File: src/rtl/rhcc_pkg.sv
// Package with shared types, constants and the divider cell step for the colour converter.
`default_nettype none
package rhcc_pkg;
    localparam int unsigned SECTOR    = 3840;
    localparam int unsigned TURN      = 23040;
    localparam int unsigned ONE_Q16   = 65536;
    localparam int unsigned QW        = 17;   // quotient bits (covers 0..65536 and 0..23039)
    localparam int unsigned DW        = 8;    // divisor width
    localparam int unsigned NW        = 34;   // dividend width: up to 65536*255 or 23040*255

    localparam logic KIND_TO_HSV = 1'b0;
    localparam logic KIND_TO_RGB = 1'b1;

    // Work carried along the chain of division cells.
    typedef struct packed {
        logic          kind;
        logic [NW-1:0] hnum;
        logic [NW-1:0] snum;
        logic [DW-1:0] hden;
        logic [DW-1:0] sden;
        logic [QW-1:0] hq;
        logic [QW-1:0] sq;
        logic [7:0]    r;
        logic [7:0]    g;
        logic [7:0]    b;
        logic [7:0]    v;
    } work_t;

    typedef struct packed {
        logic [QW-1:0] rem;
        logic          bit_q;
    } div_step_t;

    // One restoring-division step: shift in the next dividend bit, compare, subtract.
    function automatic div_step_t div_step(input logic [QW-1:0] rem,
                                           input logic nbit,
                                           input logic [DW-1:0] den);
        logic [QW:0] trial;
        div_step_t   res;
        trial = {rem, nbit};
        if (trial >= {{(QW+1-DW){1'b0}}, den})
        begin
            trial     = trial - {{(QW+1-DW){1'b0}}, den};
            res.bit_q = 1'b1;
        end
        else
        begin
            res.bit_q = 1'b0;
        end
        res.rem = trial[QW-1:0];
        return res;
    endfunction
endpackage
`default_nettype wire

File: src/rtl/rhcc_hsv2rgb.sv
// Two-stage HSV to RGB datapath: products first, then rounding and sector select.
`default_nettype none
module rhcc_hsv2rgb (
    input  wire logic        clk,
    input  wire logic        en,
    input  wire logic [14:0] hue,
    input  wire logic [16:0] saturation,
    input  wire logic [7:0]  brightness,
    output logic [7:0]       r,
    output logic [7:0]       g,
    output logic [7:0]       b
);
    import rhcc_pkg::*;

    localparam logic [39:0] DEN  = 40'(SECTOR) * 40'(ONE_Q16);
    localparam logic [39:0] HALF = DEN >> 1;
    localparam logic [12:0] RECIP15 = 13'd4370;

    logic [14:0] hw;
    logic [16:0] sc;
    logic [2:0]  sec;
    logic [11:0] f;
    logic [28:0] fp;
    logic [28:0] fq;
    logic [28:0] ft;
    logic [28:0] pk_reg;
    logic [28:0] qk_reg;
    logic [28:0] tk_reg;
    logic [2:0]  sec_reg;
    logic [7:0]  v_reg;
    logic [7:0]  p;
    logic [7:0]  q;
    logic [7:0]  t;
    logic [39:0] np;
    logic [39:0] nq;
    logic [39:0] nt;
    logic [11:0] xp;
    logic [11:0] xq;
    logic [11:0] xt;

    always_comb
    begin
        hw  = (hue >= 15'(TURN)) ? 15'(hue - 15'(TURN)) : hue;
        sc  = (saturation > 17'(ONE_Q16)) ? 17'(ONE_Q16) : saturation;
        // Sector found by comparing against the sector boundaries.
        if (hw >= 15'(5 * SECTOR))
            sec = 3'd5;
        else if (hw >= 15'(4 * SECTOR))
            sec = 3'd4;
        else if (hw >= 15'(3 * SECTOR))
            sec = 3'd3;
        else if (hw >= 15'(2 * SECTOR))
            sec = 3'd2;
        else if (hw >= 15'(SECTOR))
            sec = 3'd1;
        else
            sec = 3'd0;
        f   = 12'(hw - 15'(sec) * 15'(SECTOR));
        fp  = 29'(DEN) - 29'(sc) * 29'(SECTOR);
        fq  = 29'(DEN) - 29'(sc) * 29'(f);
        ft  = 29'(DEN) - 29'(sc) * 29'(12'(SECTOR) - f);
    end

    always_ff @(posedge clk)
    begin
        if (en)
        begin
            pk_reg  <= fp;
            qk_reg  <= fq;
            tk_reg  <= ft;
            sec_reg <= sec;
            v_reg   <= brightness;
        end
    end

    always_comb
    begin
        np = 40'(pk_reg) * 40'(v_reg) + HALF;
        nq = 40'(qk_reg) * 40'(v_reg) + HALF;
        nt = 40'(tk_reg) * 40'(v_reg) + HALF;
        // Dividing by 3840*65536 is a shift by 24 then a division by 15 on a value
        // below 3840; that division is a multiply by 4370 and a shift by 16, exact
        // for every value below 4681.
        xp = 12'(np >> 24);
        xq = 12'(nq >> 24);
        xt = 12'(nt >> 24);
        p = 8'((25'(xp) * 25'(RECIP15)) >> 16);
        q = 8'((25'(xq) * 25'(RECIP15)) >> 16);
        t = 8'((25'(xt) * 25'(RECIP15)) >> 16);
        case (sec_reg)
            3'd0:    begin r = v_reg; g = t;     b = p;     end
            3'd1:    begin r = q;     g = v_reg; b = p;     end
            3'd2:    begin r = p;     g = v_reg; b = t;     end
            3'd3:    begin r = p;     g = q;     b = v_reg; end
            3'd4:    begin r = t;     g = p;     b = v_reg; end
            default: begin r = v_reg; g = p;     b = q;     end
        endcase
    end
endmodule
`default_nettype wire

File: config.mk
export PLATFORM = sky130hd
export DESIGN_NAME = rhcc_hsv2rgb
export DESIGN_NICKNAME = d
export VERILOG_FILES = /design/src/rtl/rhcc_pkg.sv /design/src/rtl/rhcc_hsv2rgb.sv
export SDC_FILE = /design/constraint.sdc
export NUM_CORES = 2
export LEC_CHECK = 0
export ABC_AREA = 1
export BUFFER_PORTS_ARGS = -buffer_cell sky130_fd_sc_hd__buf_2
export CAP_MARGIN = 10
export CORE_ASPECT_RATIO = 1.4
export CORE_UTILIZATION = 38
export CTS_BUF_LIST = sky130_fd_sc_hd__clkbuf_4
export DETAILED_ROUTE_END_ITERATION = 10
export GPL_ROUTABILITY_DRIVEN = 0
export SLEW_MARGIN = 10
export SYNTH_ARGS = -nofsm -noshare
export SYNTH_HDL_FRONTEND = slang
export SYNTH_SLANG_ARGS = --single-unit
File: constraint.sdc
create_clock -name clk -period 21.6 [get_ports clk]
set_input_delay 3.24 -clock clk [delete_from_list [all_inputs] [get_ports clk]]
set_output_delay 3.24 -clock clk [all_outputs]
set_load 0.005 [all_outputs]
==> impl_metrics.csv <==
group,metric,value,unit
worst_hold_path,worst_hold_path_type,"in -> reg",
setup_path,crit_path_end_kind,"primary output",
outcome,status,"complete, no violations",
routing,drt_iter0_markers,1660,
synthesis,yosysMostFrequentCell,"sky130_fd_sc_hd__inv_1",
setup_path,path_class,"reg -> out",
setup_path,crit_path_frequent_cell,"sky130_fd_sc_hd__nand2_1",
synthesis,synthTopCellsByArea,"sky130_fd_sc_hd__fa_1 (36%), sky130_fd_sc_hd__ha_1 (17%), sky130_fd_sc_hd__inv_1 (13%)",
layout,largest_register_ffs,29,
die,die_height,409,um
die,chipWidth,292,um
synthesis,synth-seq-area-share,5.95,%
routing,drt-total-wl,114000,um
routing,routed_via_density,4.93,
cts,post_cts_buffers,0,
placed_design,dpl_worst_slack,8.36,ns
grt,maximum_number_of_pins_on_one_net_before_global_route_repair,67,
job,cap_violations,0,
sta,timing.final.hold_violations,0,
sta,post-route-period-util,61.7,%
die,floorplan.rows,148,
placed_design,hpwl,96400,um
routing,vias,35800,
cts,path_clk_slew,0.18,ns
layout,design.final.nets,7206,
synthesis,yosysTopAreaCellShare,36.0,%
sta,timing.setup.tns,0,ns
layout,final_cell_count_no_fill,7252,
cts,cts_sinks,89,
sta,tightest_slew,1.12,ns
grt,globalRouteOverflowTotal,0,
cts,maximum_level_of_the_cts_h_tree,3,
sta,post-route-min-period,13.34,ns
cts,cts_tree,"built",
setup_path,worst_path_arrival_time,10.10,ns
setup_path,critPathMaxStageDelay,0.84,ns
setup_path,timing.critical_path.from_type,"flip-flop",
sta,fin_ws,8.26,ns
sta,maxClockFrequency,75.0,MHz
cts,clock_tree_root_buffer_cell,"sky130_fd_sc_hd__clkbuf_4",
cts,cts_inserted_buffers,9,
placed_design,place.detailed.instances,7231,
synthesis,yosysUniqueCellTypes,66,
placed_design,place.port_buffers,65,
synthesis,synthesis_warnings,0,
grt,number_of_antenna_violations_at_the_first_check_in_global_routing,3,
die,area_of_the_core,0.117,mm2
routing,wl_per_cell,15.8,um
routing,drt_first_pass_iters,5,
synthesis,ffs_latches_synth,89,
cts,cts_buffer_depth,2,
die,ioPinCount,66,
cts,cts_repair_resize_count,0,
synthesis,mappedNetlistArea,0.0449,mm2
synthesis,postSynthCellCount,5830,
die,die-area,0.120,mm2
routing,post_route_antenna_net_violation_count,0,
sta,unrepaired_setup_endpoints_after_global_routing,"false",
grt,globalRouteTotalUtil,19.7,%
setup_path,cp_slowest_cell,"sky130_fd_sc_hd__edfxtp_1",
layout,num-fill-cells,12100,
sta,setup_viol,0,
grt,number_of_global_route_vias_before_repair,37900,
synthesis,synth_async_sr_flop_share,0,%
synthesis,synth-edff-count,89,
layout,area_growth,4.01,%
grt,grt_first_pass_wirelength,189000,um
synthesis,avgSynthCellArea,7.70,um2
cts,postCtsHoldBufs,0,
synthesis,total_nets_after_synthesis,7294,
die,initial_core_util,38.5,%
sta,report.final.slew_viol_count,0,
routing,drcViolationCount,0,
setup_path,path_max_fanout,66,
synthesis,ys_top_cells_by_count,"sky130_fd_sc_hd__inv_1 (1604), sky130_fd_sc_hd__nand2_1 (1263), sky130_fd_sc_hd__fa_1 (807)",
sta,slew-limit-headroom,24.8,%
layout,drive_gt1_share,3.08,%
setup_path,worst-endpoint-required,18.36,ns
synthesis,post-synth-top-area-cell,"sky130_fd_sc_hd__fa_1",
synthesis,ys.flop_type,"sky130_fd_sc_hd__edfxtp_1",
==> kinds of logic after synthesis <==
kind of cell	synth area share, %
xor gates and xnor gates	2.81
and+or+nand+nor	18.1
DFF	5.95
AOI/OAI and AO/OA	4.52
buffers and inverters	15.4
adders and majority gates	53.2
==> metal layers <==
metal	wire length (um)	track usage (%)	up-vias	part of all wire, %
li1	-	-	17000	-
met1	46500	23.0	17700	41
met2	59200	37.0	816	52
met3	3830	1.48	235	3.4
met4	4760	7.98	0	4.2
met5	0	0	-	0
==> final cells by class <==
type / count / area [um2] / area share (%)
multi-input cells: 3923 / 35300 / 75.6
inverters: 1615 / 6060 / 13.0
flip-flops and latches: 89 / 2670 / 5.72
well taps: 1500 / 1880 / 4.02
repair buffers: 104 / 621 / 1.33
clock inverters: 7 / 70.1 / 0.150
clock buffers: 9 / 67.6 / 0.145
diodes: 5 / 12.5 / 0.0268
==> stage by stage <==
stage	instance area [um2]	utilization [%]	hold slack, ns
floorplan	44900	-	3.34
global placement	46500	39.9	3.42
detailed placement	46500	39.9	3.42
CTS	46700	40.0	2.63
global route	46700	40.0	2.69
finish	46700	40.0	2.73
==> cells in the final DEF, fill, tap and decap left out, drive strengths merged, types with 6 or more instances in the layout <==
| cell type | n |
|---|---|
| nand2 | 1273 |
| nor4 | 14 |
| or2 | 7 |
| a21boi | 7 |
| xnor2 | 49 |
| nand3b | 15 |
| o21bai | 9 |
| inv | 1614 |
| a21o | 14 |
| nand4 | 46 |
| nor2 | 440 |
| a21oi | 193 |
| o31ai | 6 |
| nor3 | 37 |
| xor2 | 89 |
| fa | 807 |
| ha | 615 |
| buf | 104 |
| nand3 | 168 |
| clkbuf | 9 |
| a31oi | 14 |
| edfxtp | 89 |
| o21a | 6 |
| o21ai | 80 |
==> final timing paths <==
kind / from / to / cells after the start
setup / recovery: v_reg[3]$_DFFE_PP_ / r[7] / 36
hold / removal: brightness[0] / v_reg[0]$_DFFE_PP_ / 1
==> worst max-delay path: cells and delay by family (launching register included) <==
family          cells  cell delay, ns
flops               1            0.84
fa+ha+maj          10            3.54
compound gates      3            0.68
buf+inv             6            1.36
xor+xnor            1            0.31
simple gates       16            2.57
Power is not shown: default switching activity piles up to over one toggle a cycle in this logic, so the estimate is an artifact.
