[src/rtl/rhcc_pkg.sv]
// Package with shared types, constants and the divider cell step for the colour converter.
`default_nettype none
package rhcc_pkg;
    localparam int unsigned SECTOR    = 3840;
    localparam int unsigned TURN      = 23040;
    localparam int unsigned ONE_Q16   = 65536;
    localparam int unsigned QW        = 17;   // quotient bits (covers 0..65536 and 0..23039)
    localparam int unsigned DW        = 8;    // divisor width
    localparam int unsigned NW        = 34;   // dividend width: up to 65536*255 or 23040*255

    localparam logic KIND_TO_HSV = 1'b0;
    localparam logic KIND_TO_RGB = 1'b1;

    // Work carried along the chain of division cells.
    typedef struct packed {
        logic          kind;
        logic [NW-1:0] hnum;
        logic [NW-1:0] snum;
        logic [DW-1:0] hden;
        logic [DW-1:0] sden;
        logic [QW-1:0] hq;
        logic [QW-1:0] sq;
        logic [7:0]    r;
        logic [7:0]    g;
        logic [7:0]    b;
        logic [7:0]    v;
    } work_t;

    typedef struct packed {
        logic [QW-1:0] rem;
        logic          bit_q;
    } div_step_t;

    // One restoring-division step: shift in the next dividend bit, compare, subtract.
    function automatic div_step_t div_step(input logic [QW-1:0] rem,
                                           input logic nbit,
                                           input logic [DW-1:0] den);
        logic [QW:0] trial;
        div_step_t   res;
        trial = {rem, nbit};
        if (trial >= {{(QW+1-DW){1'b0}}, den})
        begin
            trial     = trial - {{(QW+1-DW){1'b0}}, den};
            res.bit_q = 1'b1;
        end
        else
        begin
            res.bit_q = 1'b0;
        end
        res.rem = trial[QW-1:0];
        return res;
    endfunction
endpackage
`default_nettype wire

[src/rtl/rhcc_div_cell.sv]
// One cell of the division chain: two quotient bits (hue and saturation) per cycle while en is high.
`default_nettype none
module rhcc_div_cell (
    input  wire logic            clk,
    input  wire logic            rst_n,
    input  wire logic            en,
    input  wire logic [4:0]      bit_idx,
    input  wire rhcc_pkg::work_t in_work,
    input  wire logic [rhcc_pkg::QW-1:0] in_hrem,
    input  wire logic [rhcc_pkg::QW-1:0] in_srem,
    input  wire logic            in_valid,
    output rhcc_pkg::work_t      out_work,
    output logic [rhcc_pkg::QW-1:0] out_hrem,
    output logic [rhcc_pkg::QW-1:0] out_srem,
    output logic                 out_valid
);
    import rhcc_pkg::*;

    work_t     work_next;
    div_step_t hs;
    div_step_t ss;
    work_t     work_reg;
    logic [QW-1:0] hrem_reg;
    logic [QW-1:0] srem_reg;
    logic      valid_reg;
    logic [QW-1:0] hlow;
    logic [QW-1:0] slow;

    // Only the low QW dividend bits are shifted in; the upper bits seed the remainder.
    always_comb
    begin
        hlow = in_work.hnum[QW-1:0];
        slow = in_work.snum[QW-1:0];
        hs = div_step(in_hrem, hlow[bit_idx], in_work.hden);
        ss = div_step(in_srem, slow[bit_idx], in_work.sden);
        work_next    = in_work;
        work_next.hq = {in_work.hq[QW-2:0], hs.bit_q};
        work_next.sq = {in_work.sq[QW-2:0], ss.bit_q};
    end

    always_ff @(posedge clk or negedge rst_n)
    begin
        if (!rst_n)
        begin
            valid_reg <= 1'b0;
        end
        else if (en)
        begin
            valid_reg <= in_valid;
        end
    end

    always_ff @(posedge clk)
    begin
        if (en)
        begin
            work_reg <= work_next;
            hrem_reg <= hs.rem;
            srem_reg <= ss.rem;
        end
    end

    assign out_work  = work_reg;
    assign out_hrem  = hrem_reg;
    assign out_srem  = srem_reg;
    assign out_valid = valid_reg;
endmodule
`default_nettype wire

[config.mk]
export PLATFORM = sky130hd
export DESIGN_NAME = rhcc_div_cell
export DESIGN_NICKNAME = d
export VERILOG_FILES = /design/src/rtl/rhcc_pkg.sv /design/src/rtl/rhcc_div_cell.sv
export SDC_FILE = /design/constraint.sdc
export NUM_CORES = 1
export LEC_CHECK = 0
export ABC_AREA = 1
export BUFFER_PORTS_ARGS = -buffer_cell sky130_fd_sc_hd__buf_2
export CAP_MARGIN = 30
export CORE_AREA = 2 2 146 148
export DETAILED_ROUTE_END_ITERATION = 10
export DIE_AREA = 0 0 148 150
export GPL_TIMING_DRIVEN = 0
export HOLD_SLACK_MARGIN = 0.1
export PLACE_DENSITY = 0.68
export SLEW_MARGIN = 40
export SYNTH_ARGS = -nofsm -noshare
export SYNTH_HDL_FRONTEND = slang
export SYNTH_SLANG_ARGS = --single-unit
[constraint.sdc]
create_clock -name clk -period 0.85 [get_ports clk]
set_clock_uncertainty 0.05 [all_clocks]
set_input_delay 0.1275 -clock clk [delete_from_list [all_inputs] [get_ports clk]]
set_output_delay 0.1275 -clock clk [all_outputs]
set_load 0.05 [all_outputs]
==> results of run 1 <==
[Yosys cell counts, types with 3 or more instances]
cell	n	share of area, %
nand3b_1	3	0.29
nor3_1	11	0.70
o21ai_0	7	0.45
inv_1	82	3.9
xnor2_1	12	1.3
nand3_1	53	3.4
ha_1	16	2.6
buf_6	3	0.43
edfxtp_1	185	71
o21ai_2	13	1.5
nand2_1	142	6.8
nand2_2	7	0.56
nand4_1	7	0.56
a21oi_1	21	1.3
nor2_1	33	1.6
[layout by cell type, fill, tap and decap left out, drive strengths merged, types with 2 or more instances in the layout]
| cell type | netlist | layout |
|---|---|---|
| bufbuf | 0 | 4 |
| xnor2 | 12 | 12 |
| clkbuf | 0 | 17 |
| inv | 83 | 93 |
| buf | 8 | 420 |
| edfxtp | 185 | 185 |
| nor3 | 14 | 14 |
| o21ai | 21 | 21 |
| nand3 | 54 | 54 |
| diode | 0 | 2 |
| clkinv | 0 | 4 |
| nor2 | 37 | 37 |
| dlygate4sd3 | 0 | 183 |
| nand2 | 149 | 149 |
| ha | 16 | 16 |
| nand4 | 8 | 8 |
| a21oi | 22 | 22 |
| xor2 | 2 | 2 |
| fa | 2 | 2 |
| nand3b | 3 | 3 |
[path summary, 6_finish.rpt]
path	from	end	slack [ns]
max	bit_idx[0]	out_hrem[2]	-1.50
min	en	out_work[71]	-0.04
max reg2reg	out_valid	out_valid	-0.11
min reg2reg	out_valid	out_valid	0.60
max in group asynchronous	rst_n	out_valid	0.10
min in group asynchronous	rst_n	out_valid	0.52
[registers in the layout (all words and copies together), names as in the netlist]
name,count
out_work,151
out_hrem,17
out_valid,1
out_srem,17
[worst reg2reg max path, stage by stage, from the launching register on]
cell and delay, ns:
dfrtp_2 0.43, buf_6 0.12, mux2_2 0.25
[layout make-up]
type	count	area, um2
fill	1314	6121
sequential	186	5582
timing repair buffer	599	5497
multi-input combinational	346	2076
clock buffer	17	425.4
tap	275	344.1
inverter	83	341.6
clock inverter	15	185.2
buffer	8	113.9
antenna	2	5.005
[stage by stage]
stage	utilization, %	area, um2	instances
6_report	70.42	14570	1531
5_1_grt	70.42	14570	1531
4_1_cts	69.54	14390	1523
3_5_place_dp	49.22	10180	1275
3_3_place_gp	48.91	10120	1273
2_1_floorplan	-	7898	623
[repair_timing]
action	in CTS	in global routing
pin swaps	36	2
gates resized for setup	418	35
gates cloned	10	0
setup buffers	23	6
endpoints found under the setup margin	296	223
hold endpoints to repair	221	41
[power breakdown]
group	switching [mW]	internal, mW	total (mW)	leakage, nW
Combinational	4.74	3.11	7.85	4.29
Clock	4.25	4.07	8.32	0.295
Sequential	0.412	11.0	11.4	1.82
Total	9.40	18.2	27.6	6.41
[cells by family (layout without fill, tap and decap cells)]
logic type | after synthesis | count (layout) | share of synthesized area [%]
other cells | 0 | 2 | 0
flops | 186 | 186 | 71.34
buf+inv | 91 | 722 | 4.926
xor+xnor | 14 | 14 | 1.568
simple gates | 268 | 268 | 15.34
mux | 1 | 1 | 0.1439
fa+ha+maj | 18 | 18 | 3.071
compound gates | 45 | 45 | 3.615
[per-layer routing]
metal  track usage, %  part of all wire, %
met5                0                0.043
met4            10.86                  4.2
met3            5.762                  6.7
met2            46.92                   52
met1            30.63                   37
==> run_results.csv, run 1 <==
group,metric,value,unit
run_status,status,"finished with violations",
run_status,failed_checks,"negative hold slack, negative setup slack",
worst_setup_path,cp_slowest_cell,"fa_2",
clock_network,root_buffer,"clkbuf_16",
global_route,grt_pass1_vias,7636,
layout,drive_gt1_share,43.70,%
logic_synthesis,ys_ff_latch,186,
worst_setup_path,start_kind,"input pin",
worst_setup_path,required,0.97,ns
timing,rsz0062_at_grt,"yes",
timing,setup_ws,-1.497,ns
worst_setup_path,crit_arrival,2.47,ns
logic_synthesis,avgSynthCellArea,12.56,um2
timing,hold_viol,19,
timing,period_minus_slack,2.347,ns
layout,nets,1453,
global_route,grt_max_degree,38,
clock_network,cts_tree,"yes",
clock_network,clk_latency,0.43,ns
clock_network,cts.sinks,186,
clock_network,max-clock-path-buffers,2,
layout,area_delta_synth_final,86.24,%
clock_network,htree_levels,4,
run,maxCapViolCount,0,
clock_network,cts.reportedPaths.clkPinSlew,0.09,ns
pwr,power_density,1895,mW/mm2
floorplan,fp.dieH,150,um
pwr,leakage,6.409,nW
worst_setup_path,cp-end-kind,"flip-flop",
min_path,hold_path_class,"in2reg",
floorplan,rows,53,
worst_setup_path,critPathTopFamily,"simple AND/OR/NAND/NOR gates",
drt,totalWireLength,30550,um
logic_synthesis,yosys.cell_types.count,36,
logic_synthesis,synthCells,623,
timing,holdWs,-0.04163,ns
worst_setup_path,ff2ff_path_depth,2,
pwr,vdd_drop_max,1.225,mV
pwr,power,27.61,mW
logic_synthesis,synth_nets,835,
worst_setup_path,cp.depth,25,
timing,maxSlewViolCount,0,
logic_synthesis,syn_area,0.007823,mm2
floorplan,die-area,0.02220,mm2
logic_synthesis,async_flop_share,0.5376,%
placed_design,dp_slack,-2.149,ns
global_route,grt_pass1_wl,43790,um
floorplan,initial_core_util,37.81,%
clock_network,cts-hold-fix-buffers,183,
global_route,antenna_found_initial,3,
timing,fin_setup_tns,-111.89,ns
worst_setup_path,crit_type,"in2reg",
worst_setup_path,worst-path-buf-inv,7,
floorplan,core,0.02069,mm2
timing,final-setup-viol-count,223,
timing,worstMarginPinSlew,0.4399,ns
worst_setup_path,critPathMaxStageDelay,0.34,ns
placed_design,routabilityCongestion,0.9131,
global_route,overflow,0,
timing,post-route-period-util,276.1,%
drt,first_pass_iters,5,
timing,max_freq,426.1,MHz
floorplan,die_x,148,um
drt,vias_per_cell,4.836,
drt,antenna_violating_nets_post_route,0,
placed_design,io_buffers,375,
drt,routedWlPerCell,19.95,um
timing,slew_headroom,70.41,%
logic_synthesis,synth_edf_count,185,
global_route,grt_usage,26.26,%
placed_design,dp_hpwl,17740,um
drt,drc,0,
worst_setup_path,crit_fanout,5,
min_path,whs_path_depth,1,
logic_synthesis,ys_seq_area_share,71.34,%
clock_network,cts_buffers,17,
drt,vias,7404,
logic_synthesis,synthFlopType,"edfxtp_1",
drt,first_iter_violations,488,
logic_synthesis,yosysWarnings,0,
floorplan,io_pins,380,
Note: power is estimated with default switching activity, not from simulation.
==> run 2: changes to the inputs <==
clock period = 2.6 ns   (was 0.85 ns; I/O delays follow)
==> run 2 against run 1 <==
  * The run ends with negative setup slack left
  * Sequential share of layout area rose by 6.0 points
  * Global-route usage fell by 3.2 points
  * Worst setup slack gained 1.5 ns
  * Final cell count is 3.9% lower
  * Sequential power down 68%
  * Clock-buffer cell count unchanged
  * Power decreased by 69%
  * Non-clock buffer count decreased by 61
  * Wire length down 12%
  * Critical path depth shrank 2
  * Hold slack better by 0.16 ns
  * Sequential cell count unchanged
  * Largest cell class is now sequential cells
==> run_results.csv, run 2 (synthesis results as in run 1) <==
group,metric,value,unit
pwr,p_sw_share,33.72,%
layout,drive_gt1_share,43.42,%
floorplan,die_x,148,um
floorplan,fp.dieH,150,um
drt,first_pass_iters,5,
run,maxCapViolCount,0,
min_path,holdCritStartpoint,"in_work[77]",
timing,worstMarginPinSlew,0.4158,ns
layout,largest_reg_flops,151,
worst_setup_path,r2r_slack,1.81,ns
pwr,vdd_drop_max,0.3962,mV
worst_setup_path,cp-end-kind,"flip-flop",
pwr,switchingPower,2.860,mW
timing,final-setup-viol-count,1,
drt,routedWlPerCell,18.16,um
drt,first_iter_violations,376,
worst_setup_path,crit_type,"in2reg",
clock_network,root_buffer,"clkbuf_16",
layout,final.fill_count,1677,
placed_design,routabilityCongestion,0.8588,
global_route,overflow,0,
pwr,power_density,674.0,mW/mm2
layout,nets,1392,
placed_design,io_buffers,375,
drt,vias,6867,
pwr,combPwrFrac,25.1,%
worst_setup_path,crit_chain,"buf_12 > clkinv_8 > buf_8 > nand2_1 > nand3_1 > nand3_2 > nand2_2 > nand2_2 > nand3_2 > nand2_4 > inv_2 > ha_4 > inv_4 > fa_2 > nand3_2 > nand2_2 > nand2_2 > nand2_2 > nand2_2 > nand2_2 > nor2_4 > buf_6 > o21ai_2",
clock_network,max-clock-path-buffers,2,
placed_design,placed_area,0.01018,mm2
drt,drc,0,
run_status,status,"finished with violations",
pwr,p_int,5.621,mW
worst_setup_path,required,2.74,ns
drt,vias_per_cell,4.665,
floorplan,rows,53,
clock_network,cts.reportedPaths.clkPinSlew,0.07,ns
timing,max_freq,384.6,MHz
worst_setup_path,cp_slowest_cell,"fa_2",
worst_setup_path,cpMostUsedCell,"nand2_2",
clock_network,htree_levels,4,
worst_setup_path,critPathTopFamily,"simple AND/OR/NAND/NOR gates",
layout,area_delta_synth_final,60.84,%
timing,rsz0062_at_grt,"yes",
timing,slew_headroom,72.28,%
clock_network,clk_latency,0.42,ns
clock_network,cts_tree,"yes",
worst_setup_path,start_kind,"input pin",
worst_setup_path,critPathMaxStageDelay,0.37,ns
layout,utilization,60.81,%
run_status,failed_checks,"negative setup slack",
floorplan,die-area,0.02220,mm2
timing,period_minus_slack,2.600,ns
timing,maxSlewViolCount,0,
min_path,holdPathEnd,"out_work[77]",
timing,hold_viol,0,
floorplan,initial_core_util,37.81,%
worst_setup_path,worst-path-buf-inv,6,
worst_setup_path,ff2ff_path_depth,1,
timing,post-route-period-util,100.0,%
floorplan,core,0.02069,mm2
worst_setup_path,crit_arrival,2.74,ns
layout,fin_area,0.01258,mm2
layout,layout_common_cells,"375 x buf_2, 185 x edfxtp_1, 137 x dlygate4sd3_1, 124 x nand2_1, 74 x inv_1",
global_route,antenna_found_initial,3,
layout,final_common_cell,"buf_2",
drt,antenna_violating_nets_post_route,0,
pwr,seq_power_share,43.2,%
floorplan,io_pins,380,
drt,totalWireLength,26730,um
worst_setup_path,rr_startpoint,"out_valid",
worst_setup_path,rr_endpoint,"out_valid",
clock_network,cts.sinks,186,
min_path,whs_path_depth,1,
clock_network,cts_buffers,17,
global_route,grt_usage,23.05,%
global_route,grt_max_degree,81,
pwr,clkPwrFrac,31.8,%
pwr,leakage,5.645,nW
global_route,grt_pass1_wl,38470,um
global_route,grt_pass1_vias,6806,
timing,setup_ws,-0.00009837,ns
worst_setup_path,crit_fanout,6,
min_path,hold_path_class,"in2reg",
placed_design,dp_hpwl,18370,um
==> run 2: cell count changes in the layout (fill, tap and decap cells not counted), moves of 4 or more <==
cell	delta
dlygate4sd3_1	-46
buf_6	-189
nand3_1	+5
bufbuf_16	-4
buf_4	-4
buf_2	+187
nand3_2	-5
buf_16	-4
==> run 2: what timing repair did <==
item / in CTS / in global routing
setup buffers: 18 / 4
pin swaps: 16 / 23
gates resized for setup: 24 / 29
setup endpoints to repair: 29 / 34
cloned: 5 / 0
hold buffers: 136 / 1
endpoints found under the hold margin: 136 / 1
==> run 2: power groups by stage <==
stage	logic (mW)	registers (mW)	clock network, mW
after global routing	2.23	3.69	2.85
after CTS	2.09	3.66	2.75
after floorplan	0.340	4.65	0
after detailed placement	1.87	3.72	0
after global placement	1.84	3.73	0
final	2.13	3.66	2.69
==> run 2: worst max path at each step <==
| stage | from | end | slack (ns) | cells past startpoint |
|---|---|---|---|---|
| finish | bit_idx[0] | out_hrem[4] | -0.0001 | 23 |
| global route | bit_idx[0] | out_hrem[4] | -0.12 | 23 |
| CTS | bit_idx[0] | out_srem[4] | 0.008 | 25 |
| detailed placement | bit_idx[1] | out_hrem[9] | -0.66 | 21 |
| global placement | en | out_valid | -1.50 | 2 |
| floorplan | bit_idx[0] | out_hrem[4] | -0.16 | 23 |
==> run 2: metrics by stage <==
stage | power [mW] | worst slack (ns) | instances | hold WS, ns | TNS, ns
after CTS | 8.497 | 0.007783 | 1466 | 0.1008 | 0
final | 8.481 | -0.00009837 | 1472 | 0.1186 | -0.00009837
after detailed placement | 5.587 | -0.6550 | 1275 | 0.1192 | -19.13
after floorplan | 4.994 | -0.1583 | 623 | 0.04441 | -3.404
after global placement | 5.571 | -1.499 | 1273 | 0.1203 | -267.02
after global routing | 8.763 | -0.1219 | 1469 | 0.1057 | -1.782
==> run 2: area by class of cell <==
cell class              instances  area [um2]  share of cell area, %
flip-flops and latches        186        5580                  44.35
repair buffers                539        3586                  28.50
multi-input cells             346        2021                  16.06
clock buffers                  17       425.4                  3.381
well taps                     275       344.1                  2.735
inverters                      83       331.6                  2.635
clock inverters                15       192.7                  1.531
plain buffers                   7       91.34                 0.7259
diodes                          4       10.01                0.07955
==> run 2: layer usage <==
layer,wire length [um],part of all wire (%),up-vias,global-route usage (%)
met1,10330,39,3239,27.53
met4,769,2.9,2,8.667
met3,1911,7.1,48,5.610
li1,-,-,3279,-
met5,17,0.064,-,0
met2,13700,51,299,40.42
==> run 3: changes to the inputs <==
REMOVE_ABC_BUFFERS = 1   (was not set)
SKIP_CTS_REPAIR_TIMING = 1   (was not set)
==> run 3 against run 2 <==
  * The run still ends with negative setup slack left
  * Clock-buffer cell count increased by 1
  * Power decreased by 1.5%
  * Sequential share of layout area rose by 0.57 points
==> run_results.csv, run 3 (synthesis results as in run 1) <==
group,metric,value,unit
layout,drive_gt1_share,43.85,%
pwr,power_density,672.5,mW/mm2
floorplan,die_x,148,um
run,maxCapViolCount,0,
worst_setup_path,crit_arrival,2.88,ns
drt,vias,6833,
min_path,whs_path_depth,1,
pwr,p_int,5.512,mW
timing,slew_headroom,69.02,%
drt,first_iter_violations,360,
worst_setup_path,ff2ff_path_depth,1,
clock_network,clk_latency,0.42,ns
layout,nets,1378,
timing,maxSlewViolCount,0,
worst_setup_path,crit_type,"in2reg",
global_route,grt_max_degree,80,
worst_setup_path,rr_endpoint,"out_valid",
placed_design,dp_hpwl,17050,um
worst_setup_path,r2r_slack,1.80,ns
layout,fin_area,0.01242,mm2
layout,final.fill_count,1678,
pwr,combPwrFrac,25.1,%
placed_design,dp_slack,-1.485,ns
global_route,overflow,0,
drt,antenna_violating_nets_post_route,0,
global_route,grt_pass1_vias,5649,
layout,area_delta_synth_final,58.80,%
pwr,seq_power_share,43.8,%
placed_design,placed_area,0.01004,mm2
global_route,antenna_found_initial,1,
placed_design,routabilityCongestion,0.8377,
min_path,holdPathEnd,"out_work[92]",
drt,vias_per_cell,4.696,
drt,totalWireLength,25370,um
worst_setup_path,rr_startpoint,"out_valid",
timing,fin_setup_tns,-1.330,ns
layout,final_common_cell,"buf_2",
pwr,switchingPower,2.842,mW
floorplan,io_pins,380,
pwr,leakage,5.570,nW
clock_network,cts.sinks,186,
drt,drc,0,
min_path,hold_path_class,"in2reg",
min_path,holdCritStartpoint,"in_work[92]",
global_route,grt_usage,18.47,%
drt,first_pass_iters,4,
worst_setup_path,crit_fanout,6,
pwr,p_sw_share,34.02,%
drt,routedWlPerCell,17.44,um
clock_network,max-clock-path-buffers,2,
floorplan,rows,53,
floorplan,initial_core_util,37.81,%
clock_network,cts.reportedPaths.clkPinSlew,0.08,ns
run_status,failed_checks,"negative setup slack",
timing,worstMarginPinSlew,0.4647,ns
worst_setup_path,start_kind,"input pin",
clock_network,htree_levels,4,
global_route,grt_pass1_wl,31170,um
timing,rsz0062_at_grt,"yes",
timing,post-route-period-util,105.5,%
pwr,vdd_drop_max,0.3952,mV
floorplan,core,0.02069,mm2
layout,layout_common_cells,"374 x buf_2, 185 x edfxtp_1, 129 x nand2_1, 122 x dlygate4sd3_1, 74 x inv_1",
worst_setup_path,cp-end-kind,"flip-flop",
floorplan,fp.dieH,150,um
worst_setup_path,required,2.73,ns
timing,hold_viol,0,
timing,holdWs,0.1097,ns
pwr,clkPwrFrac,31.1,%
timing,setup_ws,-0.1420,ns
worst_setup_path,cp-startpoint,"bit_idx[1]",
floorplan,die-area,0.02220,mm2
clock_network,cts_tree,"yes",
placed_design,io_buffers,377,
clock_network,root_buffer,"clkbuf_16",
timing,max_freq,364.7,MHz
timing,final-setup-viol-count,21,
run_status,status,"finished with violations",
timing,period_minus_slack,2.742,ns
layout,largest_reg_flops,151,
clock_network,cts_buffers,17,
-- run 3: final cells by class --
type | count | area (um2) | area share [%]
timing repair buffer | 530 | 3501 | 28.18
multi-input combinational | 348 | 2046 | 16.47
inverter | 83 | 346.6 | 2.790
sequential | 186 | 5580 | 44.92
antenna | 1 | 2.502 | 0.02015
clock inverter | 14 | 172.7 | 1.390
tap | 275 | 344.1 | 2.770
clock buffer | 18 | 429.2 | 3.455
-- run 3: metal layers --
metal / up-vias / share of wire [%] / global-route usage (%)
met3: 35 / 6.4 / 4.543
met4: 0 / 2.5 / 5.810
met2: 288 / 54 / 33.03
li1: 3244 / - / -
met1: 3266 / 37 / 21.94
met5: - / 0 / 0
-- run 3: how the worst max path moves through the flow --
| stage | endpoint | slack (ns) |
|---|---|---|
| after floorplan | out_srem[0] | -0.34 |
| after global placement | out_valid | -1.48 |
| after detailed placement | out_hrem[1] | -1.48 |
| after CTS | out_hrem[1] | -1.06 |
| after global routing | out_srem[5] | -0.25 |
| final | out_srem[5] | -0.14 |
-- run 3: per-stage QoR --
stage	instances	power, mW	util (%)
floorplan	615	4.970	-
global placement	1267	5.535	48.23
detailed placement	1269	5.558	48.55
CTS	1301	8.144	51.46
global route	1455	8.630	60.04
finish	1455	8.354	60.04
-- run 3: power by group through the flow --
stage	combinational, mW	clock [mW]	sequential [mW]
global placement	1.81	0	3.73
floorplan	0.315	0	4.65
CTS	1.84	2.65	3.66
detailed placement	1.84	0	3.72
finish	2.10	2.60	3.66
global route	2.19	2.75	3.68
-- run 3: critical path: stages --
cell,delay (ns)
buf_12,0.09
clkinvlp_4,0.16
buf_6,0.17
buf_6,0.11
nand3_2,0.06
nand3_2,0.06
nand2_1,0.07
nand2_1,0.07
nand3_2,0.07
nand2_2,0.08
inv_2,0.07
ha_4,0.15
inv_4,0.04
fa_2,0.36
nand3_2,0.07
nand2_2,0.07
nand2_2,0.08
nand2_2,0.07
nand2_2,0.10
nand2_4,0.09
nor2_4,0.19
buf_6,0.17
o21ai_2,0.05
